**config.mk**
```make
export PLATFORM = sky130hd
export DESIGN_NAME = timed_input_qualifier
export DESIGN_NICKNAME = d
export VERILOG_FILES = /design/src/hdl/tiq_pkg.sv /design/src/hdl/tiq_front.sv /design/src/hdl/tiq_fifo.sv /design/src/hdl/tiq_back.sv /design/src/hdl/timed_input_qualifier.sv
export SDC_FILE = /design/constraint.sdc
export NUM_CORES = 1
export LEC_CHECK = 0
export ABC_AREA = 1
export BUFFER_PORTS_ARGS = -buffer_cell sky130_fd_sc_hd__buf_4
export CAP_MARGIN = 25
export CORE_MARGIN = 10
export CORE_UTILIZATION = 65
export DETAILED_ROUTE_END_ITERATION = 8
export GPL_ROUTABILITY_DRIVEN = 0
export PLACE_DENSITY = 0.92
export SKIP_CTS_REPAIR_TIMING = 1
export SYNTH_ARGS = -nofsm -noshare
export SYNTH_HDL_FRONTEND = slang
export SYNTH_SLANG_ARGS = --single-unit
```
**constraint.sdc**
```tcl
create_clock -name clk_i -period 8.5 [get_ports clk_i]
set_input_delay 1.275 -clock clk_i [delete_from_list [all_inputs] [get_ports clk_i]]
set_output_delay 1.275 -clock clk_i [all_outputs]
set_load 0.01 [all_outputs]
```
**src/hdl/tiq_pkg.sv**
```systemverilog
// shared types and constants for the timed input qualifier
package tiq_pkg;

  // sample and register field widths
  localparam int unsigned SAMPLE_WIDTH = 16;
  localparam int unsigned THR_W        = 16;
  localparam int unsigned TMR_W        = 16;
  localparam int unsigned SCALE_W      = 8;
  localparam int unsigned PROD_W       = TMR_W + SCALE_W;
  localparam int unsigned CFG_IDX_W    = 3;
  localparam int unsigned CFG_DATA_W   = 16;
  localparam int unsigned BITPOS_W     = 4;

  // bit index width for digital mode
  localparam int unsigned IDX_W = (SAMPLE_WIDTH > 1) ? $clog2(SAMPLE_WIDTH) : 1;

  // width that holds any sample or threshold, signed, plus negation headroom
  localparam int unsigned EXT_W = ((SAMPLE_WIDTH > THR_W) ? SAMPLE_WIDTH : THR_W) + 2;

  // classification queue depth (power of two)
  localparam int unsigned FIFO_DEPTH = 2;
  localparam int unsigned PTR_W      = $clog2(FIFO_DEPTH);

  // configuration register indexes
  typedef enum logic [CFG_IDX_W-1:0] {
    CFG_ENABLE       = 3'd0,
    CFG_TEST_MODE    = 3'd1,
    CFG_THRESHOLD    = 3'd2,
    CFG_TIMEOUT      = 3'd3,
    CFG_TIME_SCALE   = 3'd4,
    CFG_LATCH_MODE   = 3'd5,
    CFG_BIT_POSITION = 3'd6
  } cfg_reg_e;

  // condition tests
  typedef enum logic [2:0] {
    TEST_DIGITAL      = 3'd0,
    TEST_ABOVE        = 3'd1,
    TEST_BELOW        = 3'd2,
    TEST_ABS_ABOVE    = 3'd3,
    TEST_ZONE         = 3'd4,
    TEST_SIGNED_ABOVE = 3'd5,
    TEST_SIGNED_BELOW = 3'd6
  } test_mode_e;

  // what the front decided about one sample
  typedef enum logic [1:0] {
    CLS_DISABLED = 2'd0,
    CLS_ACTIVE   = 2'd1,
    CLS_INACTIVE = 2'd2,
    CLS_HOLD     = 2'd3
  } class_e;

  // live configuration
  typedef struct packed {
    logic                enable;
    test_mode_e          test_mode;
    logic [THR_W-1:0]    threshold;
    logic [TMR_W-1:0]    timeout;
    logic [SCALE_W-1:0]  time_scale;
    logic                latch_mode;
  } cfg_t;

  // queue status
  typedef struct packed {
    logic full;
    logic empty;
  } fifo_stat_t;

endpackage

```
**src/hdl/tiq_front.sv**
```systemverilog
// front end: classifies one sample against the configured test
module tiq_front (
  input  tiq_pkg::cfg_t                          cfg_i,
  input  logic [tiq_pkg::SAMPLE_WIDTH-1:0]       sample_i,
  output tiq_pkg::class_e                        class_o
);

  logic signed [tiq_pkg::EXT_W-1:0] s_ext;
  logic signed [tiq_pkg::EXT_W-1:0] t_ext;
  logic signed [tiq_pkg::EXT_W-1:0] neg_t_ext;
  logic        [tiq_pkg::EXT_W-1:0] u_ext;
  logic        [tiq_pkg::EXT_W-1:0] tu_ext;
  logic        [tiq_pkg::EXT_W-1:0] mag;
  logic        [tiq_pkg::THR_W-2:0] bit_idx;
  logic                             idx_in_range;
  logic                             sel_bit;

  // signed and unsigned views of sample and threshold
  assign s_ext     = tiq_pkg::EXT_W'($signed(sample_i));
  assign t_ext     = tiq_pkg::EXT_W'($signed(cfg_i.threshold));
  assign neg_t_ext = -t_ext;
  assign u_ext     = tiq_pkg::EXT_W'(sample_i);
  assign tu_ext    = tiq_pkg::EXT_W'(cfg_i.threshold);
  assign mag       = s_ext[tiq_pkg::EXT_W-1] ? tiq_pkg::EXT_W'(-s_ext)
                                             : tiq_pkg::EXT_W'(s_ext);

  // digital mode bit pick, out of range reads as zero
  assign bit_idx      = cfg_i.threshold[tiq_pkg::THR_W-1:1];
  assign idx_in_range = (bit_idx < (tiq_pkg::THR_W-1)'(tiq_pkg::SAMPLE_WIDTH));
  assign sel_bit      = idx_in_range & sample_i[bit_idx[tiq_pkg::IDX_W-1:0]];

  // classification
  always_comb begin
    class_o = tiq_pkg::CLS_INACTIVE;
    if (!cfg_i.enable) begin
      class_o = tiq_pkg::CLS_DISABLED;
    end else begin
      case (cfg_i.test_mode)
        tiq_pkg::TEST_DIGITAL: begin
          if (sel_bit == cfg_i.threshold[0]) class_o = tiq_pkg::CLS_ACTIVE;
        end
        tiq_pkg::TEST_ABOVE: begin
          if (u_ext > tu_ext) class_o = tiq_pkg::CLS_ACTIVE;
        end
        tiq_pkg::TEST_BELOW: begin
          if (u_ext < tu_ext) class_o = tiq_pkg::CLS_ACTIVE;
        end
        tiq_pkg::TEST_ABS_ABOVE: begin
          if (mag > tu_ext) class_o = tiq_pkg::CLS_ACTIVE;
        end
        tiq_pkg::TEST_ZONE: begin
          if (s_ext >= t_ext) class_o = tiq_pkg::CLS_ACTIVE;
          else if (s_ext <= neg_t_ext) class_o = tiq_pkg::CLS_INACTIVE;
          else class_o = tiq_pkg::CLS_HOLD;
        end
        tiq_pkg::TEST_SIGNED_ABOVE: begin
          if (s_ext > t_ext) class_o = tiq_pkg::CLS_ACTIVE;
        end
        tiq_pkg::TEST_SIGNED_BELOW: begin
          if (s_ext < t_ext) class_o = tiq_pkg::CLS_ACTIVE;
        end
        default: begin
          class_o = tiq_pkg::CLS_INACTIVE;
        end
      endcase
    end
  end

endmodule

```
**src/hdl/tiq_fifo.sv**
```systemverilog
// short queue of classified beats between front and back
module tiq_fifo (
  input  logic                 clk_i,
  input  logic                 rst_ni,
  input  logic                 push_i,
  input  tiq_pkg::class_e      push_data_i,
  input  logic                 pop_i,
  output tiq_pkg::class_e      pop_data_o,
  output tiq_pkg::fifo_stat_t  status_o
);

  tiq_pkg::class_e            mem_q [tiq_pkg::FIFO_DEPTH];
  logic [tiq_pkg::PTR_W-1:0]  wr_ptr_q, wr_ptr_d;
  logic [tiq_pkg::PTR_W-1:0]  rd_ptr_q, rd_ptr_d;
  logic [tiq_pkg::PTR_W:0]    cnt_q, cnt_d;

  // status and head
  assign status_o.full  = (cnt_q == (tiq_pkg::PTR_W+1)'(tiq_pkg::FIFO_DEPTH));
  assign status_o.empty = (cnt_q == '0);
  assign pop_data_o     = mem_q[rd_ptr_q];

  // pointer and count update
  always_comb begin
    wr_ptr_d = wr_ptr_q + (tiq_pkg::PTR_W)'(push_i);
    rd_ptr_d = rd_ptr_q + (tiq_pkg::PTR_W)'(pop_i);
    cnt_d    = cnt_q + (tiq_pkg::PTR_W+1)'(push_i) - (tiq_pkg::PTR_W+1)'(pop_i);
  end

  always_ff @(posedge clk_i or negedge rst_ni) begin
    if (!rst_ni) begin
      wr_ptr_q <= '0;
      rd_ptr_q <= '0;
      cnt_q    <= '0;
    end else begin
      wr_ptr_q <= wr_ptr_d;
      rd_ptr_q <= rd_ptr_d;
      cnt_q    <= cnt_d;
    end
  end

  // storage
  always_ff @(posedge clk_i) begin
    if (push_i) begin
      mem_q[wr_ptr_q] <= push_data_i;
    end
  end

endmodule

```
**src/hdl/tiq_back.sv**
```systemverilog
// back end: timer, qualified flag and the result register
module tiq_back (
  input  logic                            clk_i,
  input  logic                            rst_ni,
  input  tiq_pkg::cfg_t                   cfg_i,
  input  tiq_pkg::class_e                 class_i,
  input  tiq_pkg::fifo_stat_t             fifo_stat_i,
  output logic                            pop_o,
  output logic                            out_valid_o,
  input  logic                            out_stall_i,
  output logic                            set_request_o,
  output logic                            clear_request_o,
  output logic                            qualified_o,
  output logic [tiq_pkg::TMR_W-1:0]       count_o
);

  logic [tiq_pkg::PROD_W-1:0] prod;
  logic [tiq_pkg::TMR_W-1:0]  limit_q, limit_d;
  logic [tiq_pkg::TMR_W-1:0]  timer_q, timer_d;
  logic [tiq_pkg::TMR_W:0]    timer_inc;
  logic                       flag_q, flag_d;
  logic                       set_q, set_d;
  logic                       clr_q, clr_d;
  logic                       valid_q, valid_d;

  // saturated limit, registered after the multiply
  assign prod    = tiq_pkg::PROD_W'(cfg_i.timeout) * tiq_pkg::PROD_W'(cfg_i.time_scale);
  assign limit_d = (prod[tiq_pkg::PROD_W-1:tiq_pkg::TMR_W] != '0) ? '1
                                                                   : prod[tiq_pkg::TMR_W-1:0];

  // take the queue head when the result register is free or draining
  assign pop_o     = !fifo_stat_i.empty && (!valid_q || !out_stall_i);
  assign timer_inc = (tiq_pkg::TMR_W+1)'(timer_q) + 1'b1;

  // timer and flag update for one beat
  always_comb begin
    timer_d = timer_q;
    flag_d  = flag_q;
    set_d   = set_q;
    clr_d   = clr_q;
    valid_d = valid_q & out_stall_i;
    if (pop_o) begin
      valid_d = 1'b1;
      set_d   = 1'b0;
      clr_d   = 1'b0;
      case (class_i)
        tiq_pkg::CLS_DISABLED: begin
          clr_d   = !cfg_i.latch_mode;
          flag_d  = 1'b0;
          timer_d = '0;
        end
        tiq_pkg::CLS_ACTIVE: begin
          if (timer_inc >= (tiq_pkg::TMR_W+1)'(limit_q)) begin
            timer_d = limit_q;
            set_d   = !cfg_i.latch_mode || !flag_q;
            flag_d  = 1'b1;
          end else begin
            timer_d = timer_inc[tiq_pkg::TMR_W-1:0];
          end
        end
        tiq_pkg::CLS_INACTIVE: begin
          if (timer_q != '0) begin
            timer_d = timer_q - 1'b1;
          end else begin
            clr_d  = !cfg_i.latch_mode;
            flag_d = 1'b0;
          end
        end
        tiq_pkg::CLS_HOLD: begin
          // between the zone thresholds nothing moves
        end
        default: begin
        end
      endcase
    end
  end

  always_ff @(posedge clk_i or negedge rst_ni) begin
    if (!rst_ni) begin
      limit_q <= '0;
      timer_q <= '0;
      flag_q  <= 1'b0;
      valid_q <= 1'b0;
    end else begin
      limit_q <= limit_d;
      timer_q <= timer_d;
      flag_q  <= flag_d;
      valid_q <= valid_d;
    end
  end

  // request payload
  always_ff @(posedge clk_i) begin
    set_q <= set_d;
    clr_q <= clr_d;
  end

  assign out_valid_o     = valid_q;
  assign set_request_o   = set_q;
  assign clear_request_o = clr_q;
  assign qualified_o     = flag_q;
  assign count_o         = timer_q;

endmodule

```
**src/hdl/timed_input_qualifier.sv**
```systemverilog
// top level of the timed input qualifier
// The qualifier takes one sample beat per clock and returns one result beat for
// each: on acceptance the sample is classified into a two-entry queue, and the
// back end updates the timer and flag from the queue head and loads the result
// register. Sustained rate is one beat per cycle; the input stalls only when
// the queue is full, which happens only after the output has stalled. The
// limit timeout * time_scale comes from one registered 16x8 multiplier after
// the configuration register. The configuration port is always ready; the user
// must ensure registers are written only while no beat is in flight; the block
// does not enforce it. The status bit position is accepted but changes no result.
module timed_input_qualifier (
  input  logic                               clk_i,
  input  logic                               rst_ni,
  // configuration write channel
  input  logic                               cfg_valid_i,
  output logic                               cfg_ready_o,
  input  logic [tiq_pkg::CFG_IDX_W-1:0]      cfg_index_i,
  input  logic [tiq_pkg::CFG_DATA_W-1:0]     cfg_data_i,
  // sample channel
  input  logic                               in_valid_i,
  output logic                               in_stall_o,
  input  logic [tiq_pkg::SAMPLE_WIDTH-1:0]   sample_i,
  // result channel
  output logic                               out_valid_o,
  input  logic                               out_stall_i,
  output logic                               set_request_o,
  output logic                               clear_request_o,
  output logic                               qualified_o,
  output logic [tiq_pkg::TMR_W-1:0]          count_o
);

  tiq_pkg::cfg_t       cfg_q, cfg_d;
  tiq_pkg::class_e     front_class;
  tiq_pkg::class_e     head_class;
  tiq_pkg::fifo_stat_t fifo_stat;
  logic                push;
  logic                pop;
  logic                cfg_wr;

  // configuration registers
  assign cfg_ready_o = 1'b1;
  assign cfg_wr      = cfg_valid_i && cfg_ready_o;

  always_comb begin
    cfg_d = cfg_q;
    if (cfg_wr) begin
      case (tiq_pkg::cfg_reg_e'(cfg_index_i))
        tiq_pkg::CFG_ENABLE:     cfg_d.enable     = cfg_data_i[0];
        tiq_pkg::CFG_TEST_MODE:  cfg_d.test_mode  = tiq_pkg::test_mode_e'(cfg_data_i[2:0]);
        tiq_pkg::CFG_THRESHOLD:  cfg_d.threshold  = cfg_data_i[tiq_pkg::THR_W-1:0];
        tiq_pkg::CFG_TIMEOUT:    cfg_d.timeout    = cfg_data_i[tiq_pkg::TMR_W-1:0];
        tiq_pkg::CFG_TIME_SCALE: cfg_d.time_scale = cfg_data_i[tiq_pkg::SCALE_W-1:0];
        tiq_pkg::CFG_LATCH_MODE: cfg_d.latch_mode = cfg_data_i[0];
        tiq_pkg::CFG_BIT_POSITION: begin
          // status bit routing lives outside this block
        end
        default: begin
        end
      endcase
    end
  end

  always_ff @(posedge clk_i or negedge rst_ni) begin
    if (!rst_ni) begin
      cfg_q.enable     <= 1'b1;
      cfg_q.test_mode  <= tiq_pkg::TEST_BELOW;
      cfg_q.threshold  <= '0;
      cfg_q.timeout    <= '0;
      cfg_q.time_scale <= tiq_pkg::SCALE_W'(1);
      cfg_q.latch_mode <= 1'b0;
    end else begin
      cfg_q <= cfg_d;
    end
  end

  // front: classify on accept
  assign in_stall_o = fifo_stat.full;
  assign push       = in_valid_i && !in_stall_o;

  tiq_front u_front (
    .cfg_i    (cfg_q),
    .sample_i (sample_i),
    .class_o  (front_class)
  );

  // queue between front and back
  tiq_fifo u_fifo (
    .clk_i       (clk_i),
    .rst_ni      (rst_ni),
    .push_i      (push),
    .push_data_i (front_class),
    .pop_i       (pop),
    .pop_data_o  (head_class),
    .status_o    (fifo_stat)
  );

  // back: timer, flag and result register
  tiq_back u_back (
    .clk_i           (clk_i),
    .rst_ni          (rst_ni),
    .cfg_i           (cfg_q),
    .class_i         (head_class),
    .fifo_stat_i     (fifo_stat),
    .pop_o           (pop),
    .out_valid_o     (out_valid_o),
    .out_stall_i     (out_stall_i),
    .set_request_o   (set_request_o),
    .clear_request_o (clear_request_o),
    .qualified_o     (qualified_o),
    .count_o         (count_o)
  );

  // a result never asks to set and clear at once
  a_req_exclusive: assert property (@(posedge clk_i) disable iff (!rst_ni)
    out_valid_o |-> !(set_request_o && clear_request_o))
    else $error("set and clear requested in the same beat");

  // a set request leaves the flag up
  a_set_flag: assert property (@(posedge clk_i) disable iff (!rst_ni)
    (out_valid_o && set_request_o) |-> qualified_o)
    else $error("set request without qualified flag");

  // a clear request comes only with the flag down and the timer at zero
  a_clr_state: assert property (@(posedge clk_i) disable iff (!rst_ni)
    (out_valid_o && clear_request_o) |-> (!qualified_o && count_o == '0))
    else $error("clear request with timer or flag still set");

  // the queue cannot be full and empty together
  a_fifo_stat: assert property (@(posedge clk_i) disable iff (!rst_ni)
    !(fifo_stat.full && fifo_stat.empty))
    else $error("queue reports full and empty");

endmodule
```
# After elaboration in Yosys (flattened, before gate mapping)
# Memories as Yosys holds them, arrays and structs flattened.
# Cells that the tools add are included.
# op_classes
n_addsub	8
n_mul	1
n_lt_le_gt_ge	10
eq_ne	18
n_mux	25
n_bitwise	2
n_reduce_logical	26
# op_table
cell	count
$mux W16	3
$pmux W16 S3	1
$neg A16 Y18	2
$gt A16 B16 Y1	2
$lt A16 B16 Y1	2
$mul A16 B8 Y24	1
$gt A18 B16 Y1	1
$le A16 B18 Y1	1
$mux W18	1
$add A16 B1 Y17 const B	1
$ge A17 B16 Y1	1
$ge A16 B16 Y1	1
$mux W2	8
$reduce_bool A16 Y1	1
$sub A16 B1 Y16 const B	1
$eq A3 B3 Y1 const B	5
$lt A15 B5 Y1 const B	1
$pmux W2 S7	1
$reduce_and A2 Y1	7
$eq A3 B2 Y1 const B	4
$mux W1	8
$reduce_bool A8 Y1	1
$eq A3 B1 Y1 const B	2
$logic_not A1 Y1	6
other kinds (20)	28
# totals
regBits	85
ramBits	4
input_bits	40
output_inout_bits	22
word_cells	106
memories	1
# mem_list
memory	words	word_bits	rd	rd_clocked_by_memory_dff	wr	line	text
u_fifo.mem_q	2	2	1	0	1	tiq_fifo.sv:12	tiq_pkg::class_e mem_q [tiq_pkg::FIFO_DEPTH];

# Logic depth before layout (Yosys ltp)
# Gate-level depths: netlist of the first run.
# logic_depth
depth_word	7
ltp_mapped	26
depth_no_buf	23

# Cells and area by module
# Synthesis of the first run repeated with hierarchy kept, for this count alone.
# unflattened
cells_unflattened	1745
hier_area_um2	12087.8
# by_module_without_submodules
mod	instances	cells_each	area_per_inst_um2	seq_area_each_um2
tiq_back	1	1106	7606.0	910.9
tiq_front	1	393	2252.2	0.0
timed_input_qualifier	1	212	1865.5	1129.8
tiq_fifo	1	34	364.1	220.2

# Least setup slack after synthesis of the first run
# Ideal clock, no wire load.
# synth_path
path_kind	register to register
startpoint	register cfg_q[8] (netlist name)
endpoint	register u_back.limit_q[5] (netlist name)
setup_time_ns	0.133
arrival_ns	4.619
t_required_ns	8.367
slack_ns	3.748
path_stages_with_launch	22
path_buffers	3
synth_period_minus_slack_ns	4.752
cell_sequence	dfrtp_1 > clkbuf_1 > clkbuf_1 > nand2_1 > fa_1 > fa_1 > inv_1 > fa_1 > inv_1 > fa_1 > inv_1 > ha_1 > a21oi_2 > nor2_1 > o21ai_1 > nand2_1 > nand2_1 > nand3_1 > xor2_1 > nor2_2 > buf_6 > nand4_1
# synth_between
elab_chain_len	3
# synth_rtl
element	line	text
start: declaration	timed_input_qualifier.sv:32	tiq_pkg::cfg_t cfg_q, cfg_d;
start signal: assignment	timed_input_qualifier.sv:72	cfg_q <= cfg_d;
$mul A16 B8 Y24	tiq_back.sv:27	assign prod = tiq_pkg::PROD_W'(cfg_i.timeout) * tiq_pkg::PROD_W'(cfg_i.time_scale);
$reduce_bool A8 Y1	tiq_back.sv:28	assign limit_d = (prod[tiq_pkg::PROD_W-1:tiq_pkg::TMR_W] != '0) ? '1
$mux W16	tiq_back.sv:28	
via u_back.limit_d, one bit	tiq_back.sv:18	logic [tiq_pkg::TMR_W-1:0] limit_q, limit_d;
end signal: assignment	tiq_back.sv:85	limit_q <= limit_d;
end: declaration	tiq_back.sv:18	
# The timed path passes the listed nets, and every way through them passes these cells.
# A chain may end at the register's enable or synchronous reset.

# Worst setup path in the final report of the first run
# layout_path
startpoint	register cfg_q[6] (netlist name)
endpoint	register u_back.limit_q[2] (netlist name)
# Same word-level chain as after synthesis.

==> metrics.txt, run 1 <==
Hold Crit Depth=2; min-delay src=u_back.out_valid_o$_DFF_PN0_; # rows=between 40 and 50; CTS root buf=clkbuf_16; Clock Sinks=between 80 and 90; core area=17360 um^2; CTS tree=yes; top cell type's share of synthesized area=between 15 and 20%; worst hold path type=flip-flop to flip-flop; Die X=between 150 and 200 um; antenna viol nets, final=0; Fmax achieved=188.3 MHz; CP Capture Type=flip-flop; FF-to-FF End=u_back.limit_q[2]$_DFF_PN0_; post-layout net count=roughly 1.9k; P_leak=7.282 nW; Critical Path Start=cfg_q[6]$_DFFE_PN0P_; Residual DRC=0; Die ar.=23480 um^2; grt total ovfl=0; Reg power frac=20.1%; R2R cell count=18; fin crit share=between 60% and 70%; critical path startpoint category=flip-flop; WL/cell=about 16 um; Comb power frac=67.6%; IO Pins=between 60 and 70; Seq cells post-synth=between 80 and 90; Port Buffers=60; Max Cap Violations=0; Unique masters post-synth=between 50 and 60; Critical Path AT=5.50 ns; fin area=12350 um^2; Setup Viol. Count Final=0; net load switching power=approximately 1.9 mW; crit path kind=flip-flop to flip-flop; RSZ-0062 raised after global routing=false; largest net degree at the start of global routing=around 60; hold slack=0.5181 ns; Synthesized Nets=1865; Slew headroom=30.35%; Cells after DPL=1846; Initial Util=between 60% and 70%; DRT Wirelength=29670 um; Post-DP Area=11990 um^2; Skew-Pair Late Insertion Delay=0.36 ns; R2R Path Start=cfg_q[6]$_DFFE_PN0P_; first-pass GRT wire length=50480 um; Pre-antenna DRT Iters=8; crit-path cells=nand2_1 -> inv_1 -> fa_1 -> fa_1 -> fa_1 -> inv_1 -> fa_1 -> inv_1 -> ha_1 -> a21oi_1 -> o21ai_0 -> nand2_1 -> nand2_1 -> nand2_1 -> nand3_1 -> xor2_1 -> nor2_2 -> nand4_1; share of cells above drive strength 1=7.261%; Synth Cell Area=between 10000 and 15000 um^2; Avg Vias per Cell=approximately 5.9; GRT Resource Usage Total=25.19%; dpl hpwl=23030 um; clock share of power=12.3%; number of global-route vias before repair=11.00k; Seq/Total Area, Yosys=approximately a fifth; skew final=about 0.012 ns; Synth Instances=1620; area grow syn2layout=7.038%; Crit-path slowest cell=dfrtp_1; Final Non-Filler Cells=1864; CP required=8.69 ns; Clock Pin Slew Worst Setup and Hold Paths=roughly 0.070 ns; YS warnings=0; die span in y=153.2 um; Hold Path End=u_back.out_valid_o$_DFF_PN0_; max incr delay on CP=0.74 ns; Final Hold Viols=0; Mapped Avg Cell Area=7.123 um^2; # diodes=0; outcome=complete, no violations; fin. max-slew vios=0; Max VDD drop=0.2462 mV; CP Max Fanout=17; CTS buffer count=9; Final min period=roughly 5.3 ns; setup TNS=0 ns; CTS H-tree depth=3; sw frac=53.15%; Cell Int Power=1.664 mW; worst-margin pin slew=1.042 ns; top post-synthesis cells by area=dfrtp_1 17%, fa_1 15%, nand2_1 14%, ha_1 13%, inv_1 11%; power density cells=287.6 nW/um^2; setup slack, reg-to-reg=3.19 ns; fin util=71.16%; initial antenna violation count=0; starting DRC count in detailed routing=1206; cell taking the most area after synthesis=dfrtp_1; clk buf depth=2; routed via count=10.91k
-- power by group through the flow --
stage / Combinational (mW) / Clock [mW] / Sequential (mW)
2_1_floorplan: 1.88 / 0 / 0.610
3_3_place_gp: 2.21 / 0 / 0.702
3_5_place_dp: 2.33 / 0 / 0.708
4_1_cts: 2.35 / 0.437 / 0.704
5_1_grt: 2.71 / 0.454 / 0.727
6_report: 2.40 / 0.437 / 0.713
-- registers in the layout, summed over array words and instances, names as in the netlist, 2 cells and up --
register        count
u_fifo.cnt_q        2
u_back.count_o     16
cfg_q              45
u_fifo.mem_q        4
u_back.limit_q     16
-- how the worst max path moves through the flow --
stage                                         endpoint  cells past startpoint
after floorplan            u_back.limit_q[5]$_DFF_PN0_                     21
after global placement    u_back.limit_q[10]$_DFF_PN0_                     18
after detailed placement   u_back.limit_q[4]$_DFF_PN0_                     18
after CTS                  u_back.limit_q[3]$_DFF_PN0_                     18
after global routing      u_back.limit_q[14]$_DFF_PN0_                     18
final                      u_back.limit_q[2]$_DFF_PN0_                     18
-- cells in the final DEF, fill, tap and decap left out, drive strengths merged --
master / Yosys / final
o31ai: 2 / 2
o21ai: 74 / 74
a21oi: 56 / 56
nor4: 5 / 5
dfstp: 3 / 3
clkbuf: 42 / 11
nand2: 441 / 441
or3: 1 / 1
inv: 328 / 329
nor2: 82 / 82
edfxtp: 6 / 6
nor3: 31 / 31
clkinv: 2 / 4
bufinv: 0 / 2
buf: 18 / 62
a31oi: 4 / 4
a21o: 6 / 6
xor2: 38 / 38
nand4: 51 / 51
clkinvlp: 0 / 1
o21bai: 4 / 4
dfrtp: 80 / 80
ha: 121 / 121
a211oi: 1 / 1
nand3: 108 / 108
xnor2: 15 / 15
fa: 84 / 84
or2: 4 / 4
conb: 1 / 1
nand3b: 3 / 3
a21boi: 3 / 3
o21a: 6 / 6
-- through the flow --
step                      worst slack (ns)  total power, mW
after floorplan                      3.748            2.495
after global placement               3.531            2.910
after detailed placement             3.320            3.037
after CTS                            3.275            3.492
after global routing                 2.875            3.888
final                                3.190            3.552
-- layer usage --
| layer | vias to the layer above | routed length, um | GRT usage, % |
|---|---|---|---|
| li1 | 5070 | - | - |
| met1 | 5141 | 11340 | 30.70 |
| met2 | 600 | 14570 | 43.30 |
| met3 | 100 | 2751 | 3.900 |
| met4 | 0 | 1005 | 10.58 |
| met5 | - | 0 | 0 |
-- area by class of cell --
| cell class | count | area (um^2) |
|---|---|---|
| inverters | 330 | 1240 |
| repair buffers | 63 | 498.0 |
| fillers | 1316 | 5006 |
| flip-flops and latches | 89 | 2261 |
| clock inverters | 6 | 92.59 |
| multi-input cells | 1141 | 7749 |
| clock buffers | 10 | 229.0 |
| well taps | 225 | 281.5 |
-- critical path, delay by kind of cell, from the launching register on --
family	cells	cell delay [ns]
xor+xnor	1	0.16
compound gates	2	0.47
buf+inv	3	0.20
flops	1	0.74
fa+ha+maj	5	2.41
simple gates	7	1.14
-- cell usage after synthesis, drive strengths merged --
| cell | number |
|---|---|
| a211oi | 1 |
| a21boi | 3 |
| a21o | 6 |
| a21oi | 56 |
| a31oi | 4 |
| buf | 18 |
| clkbuf | 42 |
| clkinv | 2 |
| conb | 1 |
| dfrtp | 80 |
| dfstp | 3 |
| edfxtp | 6 |
| fa | 84 |
| ha | 121 |
| inv | 328 |
| nand2 | 441 |
| nand3 | 108 |
| nand3b | 3 |
| nand4 | 51 |
| nor2 | 82 |
| nor3 | 31 |
| nor4 | 5 |
| o21a | 6 |
| o21ai | 74 |
| o21bai | 4 |
| o31ai | 2 |
| or2 | 4 |
| or3 | 1 |
| xnor2 | 15 |
| xor2 | 38 |
-- cell families (layout without fill, tap and decap cells) --
group | after synthesis | after routing | synth area share [%]
AO/OA/AOI/OAI | 156 | 156 | 7.623
flip-flops | 89 | 89 | 19.59
AND/OR/NAND/NOR | 726 | 726 | 27.78
other | 1 | 1 | 0.03250
buffers and inverters | 390 | 409 | 13.25
adder cells (fa/ha/maj) | 205 | 205 | 27.69
XOR/XNOR | 53 | 53 | 4.023
(Power assumes the default switching activity.)
==> inputs of run 2 (changes only) <==
--- a/config.mk
+++ b/config.mk
@@ -5,14 +5,14 @@
 export SDC_FILE = /design/constraint.sdc
 export NUM_CORES = 1
 export LEC_CHECK = 0
-export ABC_AREA = 1
+export ABC_AREA = 0
 export BUFFER_PORTS_ARGS = -buffer_cell sky130_fd_sc_hd__buf_4
 export CAP_MARGIN = 25
 export CORE_MARGIN = 10
-export CORE_UTILIZATION = 65
+export CORE_UTILIZATION = 58
 export DETAILED_ROUTE_END_ITERATION = 8
 export GPL_ROUTABILITY_DRIVEN = 0
-export PLACE_DENSITY = 0.92
+export PLACE_DENSITY = 0.87
 export SKIP_CTS_REPAIR_TIMING = 1
 export SYNTH_ARGS = -nofsm -noshare
 export SYNTH_HDL_FRONTEND = slang
==> constraint.sdc (replaced) <==
create_clock -name clk_i -period 4.47 [get_ports clk_i]
set_input_delay 0.6705 -clock clk_i [delete_from_list [all_inputs] [get_ports clk_i]]
set_output_delay 0.6705 -clock clk_i [all_outputs]
set_load 0.01 [all_outputs]
==> metrics.txt, run 2 <==
routed via count=10.19k (-6.6%); core area=18770 um^2 (+8.1%); Max Cap Violations=0 (unchanged); worst hold path type=primary input to async pin; outcome=complete, but fails checks; CTS H-tree depth=3 (unchanged); CP Max Fanout=8 (-9); GRT Resource Usage Total=24.74% (-0.45 points); setup ws final=-0.7302 ns (-3.920 ns); DRT Wirelength=31070 um (+4.7%); Synth Instances=1258 (-22%); most common library cell in the layout ignoring fill and taps=buf_4; crit path kind=flip-flop to flip-flop; Critical Path AT=5.43 ns (-0.07 ns); largest net degree at the start of global routing=84 (+38%); IO Pins=62 (unchanged); CP required=4.70 ns (-3.99 ns); hold slack=0.1665 ns (-0.3516 ns); max reg flops=45 (unchanged); ys async rst share=93.26% (unchanged); Residual DRC=0 (unchanged); Port Buffers=60 (unchanged); # diodes=0 (unchanged); Final min period=5.200 ns (-0.1103 ns); Pre-antenna DRT Iters=8 (unchanged); CTS buffer count=9 (unchanged); Synthesized Nets=1503 (-19%); cell taking the most area after synthesis=dfrtp_1; die span in y=158.6 um (+3.5%); Die ar.=25140 um^2 (+7.1%); Clock Sinks=89 (unchanged); WL/cell=19.04 um (+20%); area grow syn2layout=16.91%; starting DRC count in detailed routing=940 (-22%); Clock Pin Slew Worst Setup and Hold Paths=0.07 ns (about the same); dpl hpwl=23850 um (+3.6%); grt total ovfl=0 (unchanged); crit-path cells=buf_6 -> and2_1 -> fa_2 -> fa_2 -> fa_1 -> inv_1 -> fa_1 -> inv_2 -> ha_4 -> o211ai_1 -> or3_1 -> o21bai_4 -> a2111oi_4 -> o311ai_2 -> nor4b_4 -> buf_4 -> nand4_1; Final Hold Viols=0 (unchanged); post-layout net count=1638 (-13%); CTS root buf=clkbuf_16; # rows=50 (+4.2%); Unique masters post-synth=82 (+55%); number of global-route vias before repair=10.35k (-5.9%); Initial Util=59.33% (-7.2 points); Synth Cell Area=11130 um^2 (-3.5%); clk buf depth=2 (unchanged); Avg Vias per Cell=6.243 (+6.7%); top post-synthesis cells by area=dfrtp_1 18%, fa_1 15%, ha_1 14%, and2_1 5.6%, inv_1 5.1%; worst-margin pin slew=1.049 ns (+0.007575 ns); critical path startpoint category=flip-flop; most frequent cell after synthesis=inv_1; share of cells above drive strength 1=19.96% (+13 points); Post-synth top cells=150 x inv_1, 121 x ha_1, 121 x nand2_1, 99 x and2_1, 84 x fa_1; Mapped Avg Cell Area=8.851 um^2 (+24%); antenna viol nets, final=0 (unchanged); fin. max-slew vios=0 (unchanged); Slew headroom=29.50% (-0.85 points); ys flop type=dfrtp_1; Post-synth EDFFs=6 (unchanged); Skew-Pair Late Insertion Delay=0.37 ns (about the same); skew final=0.01031 ns (-0.001244 ns); Crit-path slowest cell=fa_2; Fmax achieved=192.3 MHz (+2.1%); Die X=158.6 um (+3.5%); Fillers=1329 (+0.99%); initial antenna violation count=0 (unchanged); Seq cells post-synth=89 (unchanged); fin crit share=116.3% (+54 points); first-pass GRT wire length=50210 um (-0.53%); RSZ-0062 raised after global routing=true; Setup Viol. Count Final=16 (+16); R2R cell count=17 (-1); CTS tree=yes; max incr delay on CP=0.54 ns (-0.20 ns); YS warnings=0 (unchanged); Most flops, register=cfg_q; Seq/Total Area, Yosys=20.31% (+0.71 points); top cell type's share of synthesized area=17.98% (+0.63 points); CP Capture Type=flip-flop; failing checks=negative setup slack; most frequent cells in the layout=165 x buf_4, 144 x inv_1, 119 x nand2_1
==> run 2: changes by cell type in the layout (fill, tap and decap cells not counted), sizes merged, moves of 14 or more <==
cell	before	now
o21ai	74	57
nand3	108	24
nand2	441	121
nor2	82	45
and2	0	99
inv	329	152
xnor2	15	44
xor2	38	24
mux2i	0	15
mux2	0	29
buf	62	170
==> run 2: logic make-up after synthesis <==
logic type               after synthesis  synth area share (%)
AO/OA/AOI/OAI                        228                 13.97
XOR/XNOR                              68                 5.349
adder cells (fa/ha/maj)              205                 28.70
buffers and inverters                197                 7.046
flip-flops                            89                 20.31
multiplexers                          44                 4.281
other                                  1               0.03368
AND/OR/NAND/NOR                      426                 20.32
==> run 2: worst max-delay path: cells and delay by family (launching register included) <==
family | cells | cell delay [ns]
and+or+nand+nor | 4 | 0.95
adders and majority gates | 5 | 2.22
buffers and inverters | 4 | 0.49
AOI/OAI and AO/OA | 4 | 0.90
DFF | 1 | 0.50
==> run 2: through the flow <==
step           setup TNS (ns)  util (%)  setup WS, ns  area, um^2  cells
2_1_floorplan          -6.970         -       -0.4880       11330   1258
3_3_place_gp           -9.164     66.80       -0.5816       12540   1604
3_5_place_dp           -11.95     66.80       -0.7943       12540   1604
4_1_cts                -13.29     68.29       -0.8413       12820   1620
5_1_grt                -13.73     69.36       -0.8809       13020   1632
6_report               -10.92     69.36       -0.7302       13020   1632
==> run 2: path summary, 6_finish.rpt <==
kind	start	end	slack, ns
hold / removal	rst_ni	u_fifo.cnt_q[1]$_DFF_PN0_	0.17
min in group clk_i	cfg_data_i[8]	cfg_q[33]$_DFFE_PN0P_	0.53
max in group asynchronous	rst_ni	cfg_q[19]$_DFFE_PN0P_	3.65
hold reg to reg	u_fifo.rd_ptr_q$_DFF_PN0_	u_fifo.rd_ptr_q$_DFF_PN0_	0.53
setup reg to reg	cfg_q[5]$_DFFE_PN0P_	u_back.limit_q[15]$_DFF_PN0_	-0.73
setup / recovery	cfg_q[5]$_DFFE_PN0P_	u_back.limit_q[15]$_DFF_PN0_	-0.73
==> run 2: layout make-up <==
class                      instances  area [um^2]  area share (%)
sequential                        89         2273           17.46
multi-input combinational        972         8292           63.70
clock buffer                      10        229.0           1.759
timing repair buffer             171         1316           10.11
clock inverter                     6        51.30          0.3941
tap                              234        292.8           2.249
inverter                         150        563.0           4.325
==> run 2: layer usage <==
| layer | GRT usage (%) | wire (um) | up-vias |
|---|---|---|---|
| li1 | - | - | 4603 |
| met1 | 29.25 | 12050 | 4945 |
| met2 | 42.45 | 15140 | 514 |
| met5 | 0 | 0 | - |
| met3 | 5.289 | 2628 | 127 |
| met4 | 10.72 | 1252 | 0 |
Power of run 2 is not shown: default switching activity piles up to over one toggle a cycle in this logic, so the estimate is an artifact.
